File: src/rtl/sai_pkg.sv
package sai_pkg;

   // store geometry
   localparam int DEPTH  = 64;
   localparam int ADDR_W = (DEPTH > 1) ? $clog2(DEPTH) : 1;
   localparam int CNT_W  = $clog2(DEPTH + 1);

   // field widths
   localparam int VALUE_W  = 32;
   localparam int CAP_W    = 7;
   localparam int STATUS_W = 2;
   localparam int ECOUNT_W = 7;
   localparam int CMP_W    = (CNT_W > CAP_W) ? CNT_W : CAP_W;

   // packed beat widths
   localparam int REQ_DATA_W = 32;
   localparam int REQ_USER_W = 1;
   localparam int RSP_DATA_W = 16;

   localparam logic [CAP_W-1:0] CAP_RESET = 7'd64;

   // operation codes
   localparam logic OP_INSERT = 1'b0;
   localparam logic OP_DELETE = 1'b1;

   typedef enum logic [STATUS_W-1:0] {
      ST_DONE     = 2'd0,
      ST_FULL     = 2'd1,
      ST_EMPTY    = 2'd2,
      ST_NOTFOUND = 2'd3
   } status_type;

   // datapath actions issued by the controller
   typedef enum logic [3:0] {
      DP_NONE      = 4'd0,
      DP_INS_FIRST = 4'd1,
      DP_INS_START = 4'd2,
      DP_INS_SHIFT = 4'd3,
      DP_INS_PUT   = 4'd4,
      DP_DEL_START = 4'd5,
      DP_SCAN_NEXT = 4'd6,
      DP_SCAN_HIT  = 4'd7,
      DP_DEL_SHIFT = 4'd8
   } dp_op_type;

   typedef struct packed {
      dp_op_type  op;
      logic       set_status;
      status_type status;
      logic       cnt_inc;
      logic       cnt_dec;
      logic       rsp_load;
   } dp_cmd_type;

   typedef struct packed {
      logic req_op;
      logic full;
      logic empty;
      logic gt;
      logic eq;
      logic idx_is_one;
      logic scan_more;
      logic shift_last;
      logic rsp_free;
   } dp_status_type;

endpackage

File: src/rtl/sorted_array_insert_delete_unit.sv
// channel   direction  beat contents (lowest bit first)
// req       in         tdata: value[31:0]; tuser: operation[0] (0 insert, 1 delete)
// rsp       out        tdata: status[1:0], entry_count[8:2], is_full[9], is_empty[10]
// csr       in         wdata: capacity_in_use[6:0]
//
// insert moves the larger entries up one by one, delete scans to the match and then moves
// the later entries down one by one; a refusal or an insert into an empty list moves none
// the steps are set by the one read and one write port of the store
// reset empties the list and sets capacity to 64; the store is not cleared
// a result waits in its output register until rsp_tready; the next request is
// taken meanwhile, and an operation holds in its final state while the register is full
module sorted_array_insert_delete_unit (
   input  logic                          clock,
   input  logic                          reset,
   input  logic                          req_tvalid,
   output logic                          req_tready,
   // req_tdata: value[31:0]
   input  logic [sai_pkg::REQ_DATA_W-1:0] req_tdata,
   // req_tuser: operation[0]
   input  logic [sai_pkg::REQ_USER_W-1:0] req_tuser,
   output logic                          rsp_tvalid,
   input  logic                          rsp_tready,
   // rsp_tdata: status[1:0], entry_count[8:2], is_full[9], is_empty[10], zeros[15:11]
   output logic [sai_pkg::RSP_DATA_W-1:0] rsp_tdata,
   input  logic                          csr_valid,
   output logic                          csr_ready,
   // csr_wdata: capacity_in_use[6:0]
   input  logic [sai_pkg::CAP_W-1:0]     csr_wdata
);
   import sai_pkg::*;

   dp_cmd_type    cmd;
   dp_status_type dp_st;

   // sequencer
   sai_ctrl u_ctrl (
      .clock      (clock),
      .reset      (reset),
      .req_tvalid (req_tvalid),
      .req_tready (req_tready),
      .dp_st      (dp_st),
      .cmd        (cmd)
   );

   // store, count and result register
   sai_datapath u_datapath (
      .clock      (clock),
      .reset      (reset),
      .cmd        (cmd),
      .dp_st      (dp_st),
      .req_tdata  (req_tdata),
      .req_tuser  (req_tuser),
      .rsp_tvalid (rsp_tvalid),
      .rsp_tready (rsp_tready),
      .rsp_tdata  (rsp_tdata),
      .csr_valid  (csr_valid),
      .csr_ready  (csr_ready),
      .csr_wdata  (csr_wdata)
   );

endmodule

File: src/rtl/sai_ram.sv
module sai_ram #(
   parameter int WIDTH = 32,
   parameter int DEPTH = 64,
   localparam int ADDR_W = (DEPTH > 1) ? $clog2(DEPTH) : 1
) (
   input  logic              clock,
   input  logic              wr_en,
   input  logic [ADDR_W-1:0] wr_addr,
   input  logic [WIDTH-1:0]  wr_data,
   input  logic [ADDR_W-1:0] rd_addr,
   output logic [WIDTH-1:0]  rd_data
);

   logic [WIDTH-1:0] mem [DEPTH];
   logic [WIDTH-1:0] rd_data_ff;

   // one write port, one registered read port
   always_ff @(posedge clock) begin
      if (wr_en) begin
         mem[wr_addr] <= wr_data;
      end
      rd_data_ff <= mem[rd_addr];
   end

   assign rd_data = rd_data_ff;

endmodule

File: src/rtl/sai_datapath.sv
module sai_datapath (
   input  logic                          clock,
   input  logic                          reset,
   input  sai_pkg::dp_cmd_type           cmd,
   output sai_pkg::dp_status_type        dp_st,
   // req_tdata: value[31:0]
   input  logic [sai_pkg::REQ_DATA_W-1:0] req_tdata,
   // req_tuser: operation[0]
   input  logic [sai_pkg::REQ_USER_W-1:0] req_tuser,
   output logic                          rsp_tvalid,
   input  logic                          rsp_tready,
   // rsp_tdata: status[1:0], entry_count[8:2], is_full[9], is_empty[10], zeros[15:11]
   output logic [sai_pkg::RSP_DATA_W-1:0] rsp_tdata,
   input  logic                          csr_valid,
   output logic                          csr_ready,
   input  logic [sai_pkg::CAP_W-1:0]     csr_wdata
);
   import sai_pkg::*;

   logic [CNT_W-1:0]          count_ff, count_in;
   logic [CNT_W-1:0]          idx_ff, idx_in;
   logic signed [VALUE_W-1:0] value_ff, value_in;
   status_type                status_ff, status_in;
   logic [CAP_W-1:0]          cap_ff, cap_in;
   logic                      rsp_valid_ff, rsp_valid_in;
   logic [RSP_DATA_W-1:0]     rsp_data_ff, rsp_data_in;

   logic                 wr_en;
   logic [ADDR_W-1:0]    wr_addr;
   logic [VALUE_W-1:0]   wr_data;
   logic [ADDR_W-1:0]    rd_addr;
   logic [VALUE_W-1:0]   rd_data;

   logic [CNT_W-1:0] cnt_m1, idx_m1, idx_m2, idx_p1, idx_p2;
   logic [CMP_W-1:0] cnt_wide, cap_wide, eff_cap;
   logic             full_now;

   // store
   sai_ram #(.WIDTH(VALUE_W), .DEPTH(DEPTH)) u_ram (
      .clock   (clock),
      .wr_en   (wr_en),
      .wr_addr (wr_addr),
      .wr_data (wr_data),
      .rd_addr (rd_addr),
      .rd_data (rd_data)
   );

   // neighbor indexes
   assign cnt_m1 = count_ff - CNT_W'(1);
   assign idx_m1 = idx_ff - CNT_W'(1);
   assign idx_m2 = idx_ff - CNT_W'(2);
   assign idx_p1 = idx_ff + CNT_W'(1);
   assign idx_p2 = idx_ff + CNT_W'(2);

   // effective capacity and full flag
   assign cnt_wide = CMP_W'(count_ff);
   assign cap_wide = CMP_W'(cap_ff);
   assign eff_cap  = (cap_wide > CMP_W'(DEPTH)) ? CMP_W'(DEPTH) : cap_wide;
   assign full_now = (cnt_wide >= eff_cap);

   // status to the controller
   always_comb begin
      dp_st.req_op     = req_tuser[0];
      dp_st.full       = full_now;
      dp_st.empty      = (count_ff == '0);
      dp_st.gt         = ($signed(rd_data) > value_ff);
      dp_st.eq         = (rd_data == value_ff);
      dp_st.idx_is_one = (idx_ff == CNT_W'(1));
      dp_st.scan_more  = (idx_p1 < count_ff);
      dp_st.shift_last = (idx_p2 >= count_ff);
      dp_st.rsp_free   = !rsp_valid_ff || rsp_tready;
   end

   // memory addressing and index update per action
   always_comb begin
      wr_en    = 1'b0;
      wr_addr  = idx_ff[ADDR_W-1:0];
      wr_data  = rd_data;
      rd_addr  = idx_ff[ADDR_W-1:0];
      idx_in   = idx_ff;
      value_in = value_ff;
      unique case (cmd.op)
         DP_NONE: begin
         end
         DP_INS_FIRST: begin
            wr_en   = 1'b1;
            wr_addr = '0;
            wr_data = req_tdata[VALUE_W-1:0];
         end
         DP_INS_START: begin
            value_in = $signed(req_tdata[VALUE_W-1:0]);
            idx_in   = count_ff;
            rd_addr  = cnt_m1[ADDR_W-1:0];
         end
         DP_INS_SHIFT: begin
            wr_en   = 1'b1;
            wr_data = rd_data;
            idx_in  = idx_m1;
            rd_addr = idx_m2[ADDR_W-1:0];
         end
         DP_INS_PUT: begin
            wr_en   = 1'b1;
            wr_data = value_ff;
         end
         DP_DEL_START: begin
            value_in = $signed(req_tdata[VALUE_W-1:0]);
            idx_in   = '0;
            rd_addr  = '0;
         end
         DP_SCAN_NEXT: begin
            idx_in  = idx_p1;
            rd_addr = idx_p1[ADDR_W-1:0];
         end
         DP_SCAN_HIT: begin
            rd_addr = idx_p1[ADDR_W-1:0];
         end
         DP_DEL_SHIFT: begin
            wr_en   = 1'b1;
            wr_data = rd_data;
            idx_in  = idx_p1;
            rd_addr = idx_p2[ADDR_W-1:0];
         end
         default: begin
         end
      endcase
   end

   // count, status and capacity
   always_comb begin
      count_in = count_ff;
      if (cmd.cnt_inc) begin
         count_in = count_ff + CNT_W'(1);
      end else if (cmd.cnt_dec) begin
         count_in = cnt_m1;
      end
      status_in = cmd.set_status ? cmd.status : status_ff;
      cap_in    = csr_valid ? csr_wdata : cap_ff;
   end

   // result register
   always_comb begin
      rsp_valid_in = rsp_valid_ff;
      rsp_data_in  = rsp_data_ff;
      if (rsp_valid_ff && rsp_tready) begin
         rsp_valid_in = 1'b0;
      end
      if (cmd.rsp_load) begin
         rsp_valid_in = 1'b1;
         rsp_data_in  = {5'b0, (count_ff == '0), full_now,
                         cnt_wide[ECOUNT_W-1:0], status_ff};
      end
   end

   always_ff @(posedge clock) begin
      if (reset) begin
         count_ff     <= '0;
         cap_ff       <= CAP_RESET;
         rsp_valid_ff <= 1'b0;
      end else begin
         count_ff     <= count_in;
         cap_ff       <= cap_in;
         rsp_valid_ff <= rsp_valid_in;
      end
   end

   always_ff @(posedge clock) begin
      idx_ff      <= idx_in;
      value_ff    <= value_in;
      status_ff   <= status_in;
      rsp_data_ff <= rsp_data_in;
   end

   assign rsp_tvalid = rsp_valid_ff;
   assign rsp_tdata  = rsp_data_ff;
   assign csr_ready  = 1'b1;

endmodule

File: src/rtl/sai_ctrl.sv
module sai_ctrl (
   input  logic                   clock,
   input  logic                   reset,
   input  logic                   req_tvalid,
   output logic                   req_tready,
   input  sai_pkg::dp_status_type dp_st,
   output sai_pkg::dp_cmd_type    cmd
);
   import sai_pkg::*;

   typedef enum logic [5:0] {
      S_IDLE      = 6'b000001,
      S_INS_CMP   = 6'b000010,
      S_INS_PLACE = 6'b000100,
      S_DEL_SCAN  = 6'b001000,
      S_DEL_SHIFT = 6'b010000,
      S_DONE      = 6'b100000
   } state_type;

   state_type state_ff, state_in;

   assign req_tready = (state_ff == S_IDLE);

   // sequencing of insert walk and delete scan/shift
   always_comb begin
      state_in       = state_ff;
      cmd.op         = DP_NONE;
      cmd.set_status = 1'b0;
      cmd.status     = ST_DONE;
      cmd.cnt_inc    = 1'b0;
      cmd.cnt_dec    = 1'b0;
      cmd.rsp_load   = 1'b0;
      unique case (state_ff)
         S_IDLE: begin
            if (req_tvalid) begin
               if (dp_st.req_op == OP_INSERT) begin
                  if (dp_st.full) begin
                     cmd.set_status = 1'b1;
                     cmd.status     = ST_FULL;
                     state_in       = S_DONE;
                  end else if (dp_st.empty) begin
                     cmd.op         = DP_INS_FIRST;
                     cmd.set_status = 1'b1;
                     cmd.cnt_inc    = 1'b1;
                     state_in       = S_DONE;
                  end else begin
                     cmd.op   = DP_INS_START;
                     state_in = S_INS_CMP;
                  end
               end else begin
                  if (dp_st.empty) begin
                     cmd.set_status = 1'b1;
                     cmd.status     = ST_EMPTY;
                     state_in       = S_DONE;
                  end else begin
                     cmd.op   = DP_DEL_START;
                     state_in = S_DEL_SCAN;
                  end
               end
            end
         end
         S_INS_CMP: begin
            if (dp_st.gt) begin
               cmd.op = DP_INS_SHIFT;
               if (dp_st.idx_is_one) begin
                  state_in = S_INS_PLACE;
               end
            end else begin
               cmd.op         = DP_INS_PUT;
               cmd.set_status = 1'b1;
               cmd.cnt_inc    = 1'b1;
               state_in       = S_DONE;
            end
         end
         S_INS_PLACE: begin
            cmd.op         = DP_INS_PUT;
            cmd.set_status = 1'b1;
            cmd.cnt_inc    = 1'b1;
            state_in       = S_DONE;
         end
         S_DEL_SCAN: begin
            priority if (dp_st.eq && dp_st.scan_more) begin
               cmd.op   = DP_SCAN_HIT;
               state_in = S_DEL_SHIFT;
            end else if (dp_st.eq) begin
               cmd.set_status = 1'b1;
               cmd.cnt_dec    = 1'b1;
               state_in       = S_DONE;
            end else if (dp_st.scan_more) begin
               cmd.op = DP_SCAN_NEXT;
            end else begin
               cmd.set_status = 1'b1;
               cmd.status     = ST_NOTFOUND;
               state_in       = S_DONE;
            end
         end
         S_DEL_SHIFT: begin
            cmd.op = DP_DEL_SHIFT;
            if (dp_st.shift_last) begin
               cmd.set_status = 1'b1;
               cmd.cnt_dec    = 1'b1;
               state_in       = S_DONE;
            end
         end
         S_DONE: begin
            if (dp_st.rsp_free) begin
               cmd.rsp_load = 1'b1;
               state_in     = S_IDLE;
            end
         end
         default: begin
            state_in = S_IDLE;
         end
      endcase
   end

   always_ff @(posedge clock) begin
      if (reset) begin
         state_ff <= S_IDLE;
      end else begin
         state_ff <= state_in;
      end
   end

endmodule

File: config.mk
export PLATFORM = sky130hd
export DESIGN_NAME = sorted_array_insert_delete_unit
export DESIGN_NICKNAME = d
export VERILOG_FILES = /design/src/rtl/sai_pkg.sv /design/src/rtl/sorted_array_insert_delete_unit.sv /design/src/rtl/sai_ram.sv /design/src/rtl/sai_datapath.sv /design/src/rtl/sai_ctrl.sv
export SDC_FILE = /design/constraint.sdc
export NUM_CORES = 2
export LEC_CHECK = 0
export BUFFER_PORTS_ARGS = -buffer_cell sky130_fd_sc_hd__buf_4
export CAP_MARGIN = 10
export CELL_PAD_IN_SITES_DETAIL_PLACEMENT = 1
export CELL_PAD_IN_SITES_GLOBAL_PLACEMENT = 1
export CORE_MARGIN = 1
export CORE_UTILIZATION = 53
export CTS_CLUSTER_DIAMETER = 150
export DETAILED_ROUTE_END_ITERATION = 10
export GPL_TIMING_DRIVEN = 1
export PLACE_DENSITY_LB_ADDON = 0.1
export SETUP_SLACK_MARGIN = 0.2
export SLEW_MARGIN = 20
export SYNTH_ARGS = -nofsm -noshare
export SYNTH_HDL_FRONTEND = slang
export SYNTH_SLANG_ARGS = --single-unit
File: constraint.sdc
create_clock -name clock -period 6.4 [get_ports clock]
set_input_delay 0.96 -clock clock [delete_from_list [all_inputs] [get_ports clock]]
set_output_delay 0.96 -clock clock [all_outputs]
set_load 0.1 [all_outputs]
; Yosys cells after proc, flatten, opt, wreduce, memory -nomap -nowiden
; Memories as Yosys holds them, arrays and structs flattened. A register that Yosys moved wholly into a read port is not among the register bits.
; Index checks and enable logic that the tools add are counted.
[totals]
regBits = 73
latchBits = 0
ramBits = 2048
romBits = 0
input_bits = 45
output_inout_bits = 19
word_cells = 108
mem_count = 1
[memory_table]
columns = name, words, word_bits, rd, rd_ports_with_merged_regs, write_ports, line_no
row1 = u_datapath.u_ram.mem, 64, 32, 1, 1, 1, sai_ram.sv:14  ; logic [WIDTH-1:0] mem [DEPTH];
[classes]
addsub = 6
mul = 0
div_mod_pow = 0
n_lt_le_gt_ge = 5
n_eq_ne = 21
n_shift = 0
muxes = 54
n_bitwise = 0
reduce_logical = 13
[op_table]
columns = op, count
row1 = 2-to-1 mux 6 bit, 13
row2 = one-hot mux 32 bit (2 select lines), 1
row3 = one-hot mux 6 bit (6 select lines), 1
row4 = equality test 32 bit, 1
row5 = greater-than comparator 32 bit, 1
row6 = one-hot mux 6 bit (5 select lines), 1
row7 = 2-to-1 mux 7 bit, 4
row8 = one-hot mux 7 bit (4 select lines), 1
row9 = one-hot mux 5 bit (5 select lines), 1
row10 = 2-to-1 mux 3 bit, 6
row11 = 2-to-1 mux 1 bit, 17
row12 = "equality test 4 x 3 -> 1 bit, second input constant", 4
row13 = "adder 7 x 1 -> 7 bit, second input constant", 2
row14 = greater-or-equal comparator 7 bit, 2
row15 = "subtractor 7 x 1 -> 7 bit, second input constant", 2
row16 = 2-to-1 mux 4 bit, 3
row17 = "equality test 4 x 2 -> 1 bit, second input constant", 2
row18 = 2-to-1 mux 8 bit, 1
row19 = "adder 7 x 2 -> 7 bit, second input constant", 1
row20 = "equality test 7 x 1 -> 1 bit, second input constant", 1
row21 = "greater-than comparator 7 bit, second input constant", 1
row22 = logical NOT 7 bit, 1
row23 = < comparator 7 bit, 1
row24 = "equality test 6 x 1 -> 1 bit, second input constant", 1
row25 = 23 further kinds, 30

; Logic depth before layout (Yosys ltp)
[depth]
word_depth = 12
depth_mapped = 24
depth_no_buf = 17

; Modules after synthesis
; A second synthesis with hierarchy kept.
[unflattened]
cells_unflattened = 3985
hier_area_um2 = 84207.0
[by_module_without_submodules]
columns = mod, n_inst, cells_per_inst, area_each_um2, seq_area_each_um2
row1 = sai_ram, 1, 3324, 78515.3, 62139.6
row2 = sai_datapath, 1, 580, 5066.1, 1861.8
row3 = sai_ctrl, 1, 81, 625.6, 120.1

; Least setup slack after synthesis
; OpenSTA, ideal clock, no wires.
[synth_timing]
path_kind = reg2reg
startpoint = register u_datapath.value_ff[31]
endpoint = memory u_datapath.u_ram.mem[0][0] (data pin)
setup_time_ns = 0.702
arrival_ns = 4.820
required_time_ns = 5.698
slack_ns = 0.878
path_stages_with_launch = 14
path_buffers = 1
period_less_slack_ns = 5.522
cell_sequence = edfxtp_1 -> inv_1 -> ha_1 -> nand4_1 -> nor3_1 -> a221oi_1 -> o211ai_1 -> nor3_1 -> xnor2_1 -> o21ai_0 -> a21oi_1 -> clkbuf_1 -> nand2b_1 -> o21ai_0
[synth_between]
elab_chain_len = 6
elab_cells_between_ends = 10
cone_classes = 1 x order compare / 3 x eq/ne / 5 x mux / 1 x reduce/logical
[synth_rtl]
columns = item, line_no
row1 = from (decl), sai_datapath.sv:22  ; logic signed [VALUE_W-1:0] value_ff, value_in;
row2 = from (signal assigned), sai_datapath.sv:168  ; value_ff <= value_in;
row3 = branches (longest 3 deep; another with greater-than comparator 32 bit), n/a
row4 = one-hot mux 5 bit (5 select lines) (*), sai_ctrl.sv:33  ; unique case (state_ff)
row5 = equality test 4 x 3 -> 1 bit or equality test 4 x 1 -> 1 bit (tied branches), sai_datapath.sv:82  ; unique case (cmd.op)
row6 = one-hot mux 32 bit (2 select lines) (*), sai_datapath.sv:82
row7 = named net u_datapath.u_ram.wr_data[0], sai_ram.sv:9  ; input logic [WIDTH-1:0] wr_data,
row8 = to (decl), sai_ram.sv:14
; Mark *: on every way through the listed nets, which the timed path passes.

; Final worst setup path
[layout_timing]
startpoint = register u_datapath.value_ff[25]
endpoint = register u_datapath.u_ram.rd_data_ff[6] (netlist: u_datapath.u_ram.rd_data[6]), read port of u_datapath.u_ram.mem
[layout_between]
elab_chain_len = 7
elab_cells_between_ends = 15
cone_classes = 1 x order compare / 7 x eq/ne / 5 x mux / 2 x reduce/logical
[layout_rtl]
columns = item, line_no
row1 = branches (longest 3 deep; another with greater-than comparator 32 bit), n/a
row2 = one-hot mux 5 bit (5 select lines) (*), sai_ctrl.sv:33
row3 = equality test 4 x 3 -> 1 bit, sai_datapath.sv:82
row4 = OR reduction 2 bit (no line), n/a
row5 = one-hot mux 6 bit (5 select lines) (*), sai_datapath.sv:82
row6 = to (decl), sai_ram.sv:15  ; logic [WIDTH-1:0] rd_data_ff;
; Mark *: on every way between the ends.
; A chain may end at the register's enable or synchronous reset.

==> impl_metrics.env <==
export IMPL_status="completed"
export IMPL_critPathKind="reg2reg"
export IMPL_hold_end="u_datapath.value_ff[22]"
export IMPL_cts_tree="yes"
export IMPL_r2r_start="u_datapath.value_ff[25]"
export IMPL_dp_worst_setup_slack_ns=0.121
export IMPL_drv_cap=0
export IMPL_tns_ns=0
export IMPL_drv_slew=0
export IMPL_yosys_warnings=0
export IMPL_fillers=15205
export IMPL_clk_pin_slew_ns=0.06
export IMPL_cp_top_family="compound AO/OA/AOI/OAI gates"
export IMPL_ff2ff_setup_slack_ns=0.17
export IMPL_grtUsageMet2_pct=54.2
export IMPL_placed_area_um2=93000
export IMPL_rsz0062_at_grt="no"
export IMPL_clock_sinks=2153
export IMPL_clockBufferDepth=3
export IMPL_slew_headroom_pct=15.8
export IMPL_die_h_um=409
export IMPL_min_from="req_tdata[22]"
export IMPL_stdcell_area_um2=99800
export IMPL_slowest_delay_ns=1.03
export IMPL_worst_path_buf_inv=4
export IMPL_area_delta_synth_final_pct=13.7
export IMPL_dpl_cell_count=8421
export IMPL_seq_area_frac_synth_pct=73.0
export IMPL_grtUsageTotal_pct=34.8
export IMPL_start_util_pct=53.7
export IMPL_synth_top_area_share_pct=71.8
export IMPL_r2r_cells=17
export IMPL_drt_iter0_drc=7338
export IMPL_worst_path_max_fanout=26
export IMPL_syn_inst=6265
export IMPL_rows=148
export IMPL_routabilityCongestion=0.936
export IMPL_hold_depth=1
export IMPL_hold_violations=0
export IMPL_final_core_util_pct=61.1
export IMPL_arrival_ns=7.00
export IMPL_grtUsageMet3_pct=7.57
export IMPL_drtAntennaViolNets=0
export IMPL_cts_buffers_inserted=217
export IMPL_firstDrtPassIters=5
export IMPL_async_flop_share_pct=0
export IMPL_busiest_layer="met2"
export IMPL_drc=0
export IMPL_grt_pass1_vias=59000
export IMPL_routed_via_density=6.53
export IMPL_grt_pass1_wl_um=418000
export IMPL_avgSynthCellArea_um2=14.0
export IMPL_path_cells="inv_1, ha_1, nand4_1, or4_4, nor4_4, nor2_1, o311ai_2, and2_1, buf_4, a211o_4, buf_4, mux2i_1, mux2i_1, mux2i_1, a2111oi_1, buf_4, o221a_2"
export IMPL_grt_overflow=0
export IMPL_vdd_drop_max_mv=0.439
export IMPL_synth_distinct_cells=85
export IMPL_antenna_found_initial=20
export IMPL_synthFlopType="edfxtp_1"
export IMPL_grt_max_degree=105
export IMPL_max_freq_ghz=0.161
export IMPL_die_x_um=409
export IMPL_port_buffers=57
export IMPL_powerDensity_nw_per_um2=440
export IMPL_drive_gt1_share_pct=12.6
export IMPL_worstSetupStartpointType="flip-flop"
export IMPL_tightest_slew_ns=1.25
export IMPL_whs_ns=0.305
export IMPL_cp_slowest_cell="a2111oi_1"
export IMPL_total_power_mw=43.9
export IMPL_synth_seq_cells=2153
export IMPL_htreeDepth=4
export IMPL_netlist_area_um2=87800
export IMPL_routedWlPerCell_um=33.4
export IMPL_rr_endpoint="u_datapath.u_ram.rd_data[6]"
export IMPL_totalWireLength_um=295000
export IMPL_hp_class="in2reg"
export IMPL_synth_top_cell_by_area="edfxtp_1"
export IMPL_core_um2=164000
export IMPL_insertion_delay_ns=0.85
export IMPL_die_area_um2=167000
export IMPL_dpl_hpwl_um=175000
export IMPL_synth_area_top_cells="edfxtp_1 72%, nand2_1 6.8%, mux2i_1 5.3%"
export IMPL_setup_viol=0
export IMPL_routed_via_count=57715
export IMPL_io_pins=64
export IMPL_use_met1_pct=47.2
export IMPL_synth_edf_count=2100
export IMPL_setup_ws_ns=0.171
export IMPL_end_kind="flip-flop"
export IMPL_leakagePower_nw=35.3
export IMPL_period_share_pct=97.3
export IMPL_hold_buffers=0
export IMPL_nets=6579
export IMPL_period_needed_ns=6.23
export IMPL_skew_ns=0.0402
export IMPL_cts_root_buf="clkbuf_16"
export IMPL_critPathRequiredTime_ns=7.17
export IMPL_finalNonFillerCells=8836
logic make-up (layout without fill, tap and decap cells):
| group | after synthesis | in the layout | share of synthesized area, % |
|---|---|---|---|
| buffers and inverters | 460 | 845 | 2.56 |
| other | 2 | 12 | 0.00856 |
| DFF | 2153 | 2153 | 73.0 |
| AOI/OAI and AO/OA | 591 | 592 | 5.28 |
| adders and majority gates | 61 | 61 | 0.869 |
| and+or+nand+nor | 2478 | 2478 | 12.1 |
| xor gates and xnor gates | 24 | 24 | 0.239 |
| muxes | 496 | 496 | 5.85 |
synth_stat cells, drive strengths merged, types with 4 or more instances:
cell type	n
a2111oi	16
xnor2	18
edfxtp	2100
ha	61
a211oi	21
o221ai	5
inv	58
a311oi	201
a21oi	77
o32a	8
o22ai	8
nand2	1590
nand3	492
o32ai	10
nand3b	5
or3	13
a311o	5
o31ai	8
a32oi	25
o21a	4
mux4	11
xor2	6
a41oi	4
or4	14
nand2b	6
a32o	13
mux2i	467
nor3	21
nor2b	9
nor2	127
a22oi	33
o211ai	28
mux2	18
a221oi	21
buf	277
dfxtp	53
a31oi	41
nor4	11
and3	154
a21o	10
a211o	7
nand4	21
clkbuf	124
o21ai	26
worst max path at each step:
| stage | startpoint | to | depth (start not counted) |
|---|---|---|---|
| after floorplan | u_datapath.value_ff[31] | u_datapath.u_ram.mem[0][0] | 13 |
| after global placement | u_datapath.value_ff[31] | u_datapath.u_ram.rd_data[6] | 15 |
| after detailed placement | u_datapath.u_ram.rd_data[23] | u_datapath.u_ram.rd_data[31] | 15 |
| after CTS | u_datapath.idx_ff[1] | u_datapath.u_ram.rd_data[30] | 18 |
| after global routing | u_datapath.value_ff[31] | u_datapath.u_ram.rd_data[6] | 17 |
| final | u_datapath.value_ff[25] | u_datapath.u_ram.rd_data[6] | 17 |
power by group:
| part | internal, mW | leakage (nW) | switching (mW) | total, mW |
|---|---|---|---|---|
| combinational | 3.52 | 12.5 | 9.80 | 13.3 |
| sequential | 18.0 | 19.4 | 0.289 | 18.3 |
| clock | 6.93 | 3.32 | 5.35 | 12.3 |
metal layers:
| layer | vias to the layer above | share of wire, % |
|---|---|---|
| met1 | 29912 | 39 |
| li1 | 23960 | - |
| met4 | 10 | 4.9 |
| met3 | 658 | 10 |
| met5 | - | 0.021 |
| met2 | 3175 | 46 |
area by class of cell:
cell class              count  area, um^2  area share [%]
repair buffers            385        3800            3.81
diodes                      6        15.0          0.0150
clock inverters           105         821           0.822
flip-flops and latches   2153       64100            64.2
multi-input cells        3657       22200            22.2
well taps                2175        2720            2.73
inverters                  59         221           0.222
clock buffers             296        5940            5.95
state kept, by name (all words and copies together), names as in the netlist:
signal                    count
u_datapath.u_ram.mem       2048
u_datapath.u_ram.rd_data     32
u_datapath.value_ff          32
u_datapath.rsp_tdata         11
u_datapath.cap_ff             7
u_datapath.cnt_wide           7
u_datapath.idx_ff             7
u_ctrl.state_ff               6
u_datapath.status_ff          2
u_datapath.rsp_tvalid         1
worst reg2reg max path: stages, from the launching register on:
cell       delay [ns]
edfxtp_1         0.44
inv_1            0.09
ha_1             0.30
nand4_1          0.23
or4_4            0.60
nor4_4           0.55
nor2_1           0.13
o311ai_2         0.18
and2_1           0.34
buf_4            0.26
a211o_4          0.56
buf_4            0.39
mux2i_1          0.14
mux2i_1          0.26
mux2i_1          0.20
a2111oi_1        1.03
buf_4            0.27
o221a_2          0.19
what timing repair did:
action                                  4_1_cts  5_1_grt
endpoints found under the setup margin        1        9
cloned                                        0        1
buffers inserted                              0        7
resized for setup                             2        4
pin swaps                                     0        0
cell usage in the layout (no fill, tap or decap), types with 28 or more instances in the layout:
master	Yosys	final
o211ai_1	28	28
nand2_1	1589	1557
dfxtp_1	53	53
a22oi_1	33	33
clkbuf_1	124	66
a21oi_1	75	69
a311oi_1	201	200
nand2_2	1	29
ha_1	61	61
and3_1	154	154
nand3_1	492	491
a31oi_1	41	41
clkbuf_16	0	224
buf_4	38	312
mux2i_1	466	466
clkinv_1	1	50
clkinv_2	0	38
inv_1	57	57
edfxtp_1	2100	2100
nor2_1	125	55
buf_12	0	73
nor2_4	0	65
No activity file was read; power rests on OpenSTA's default activity.
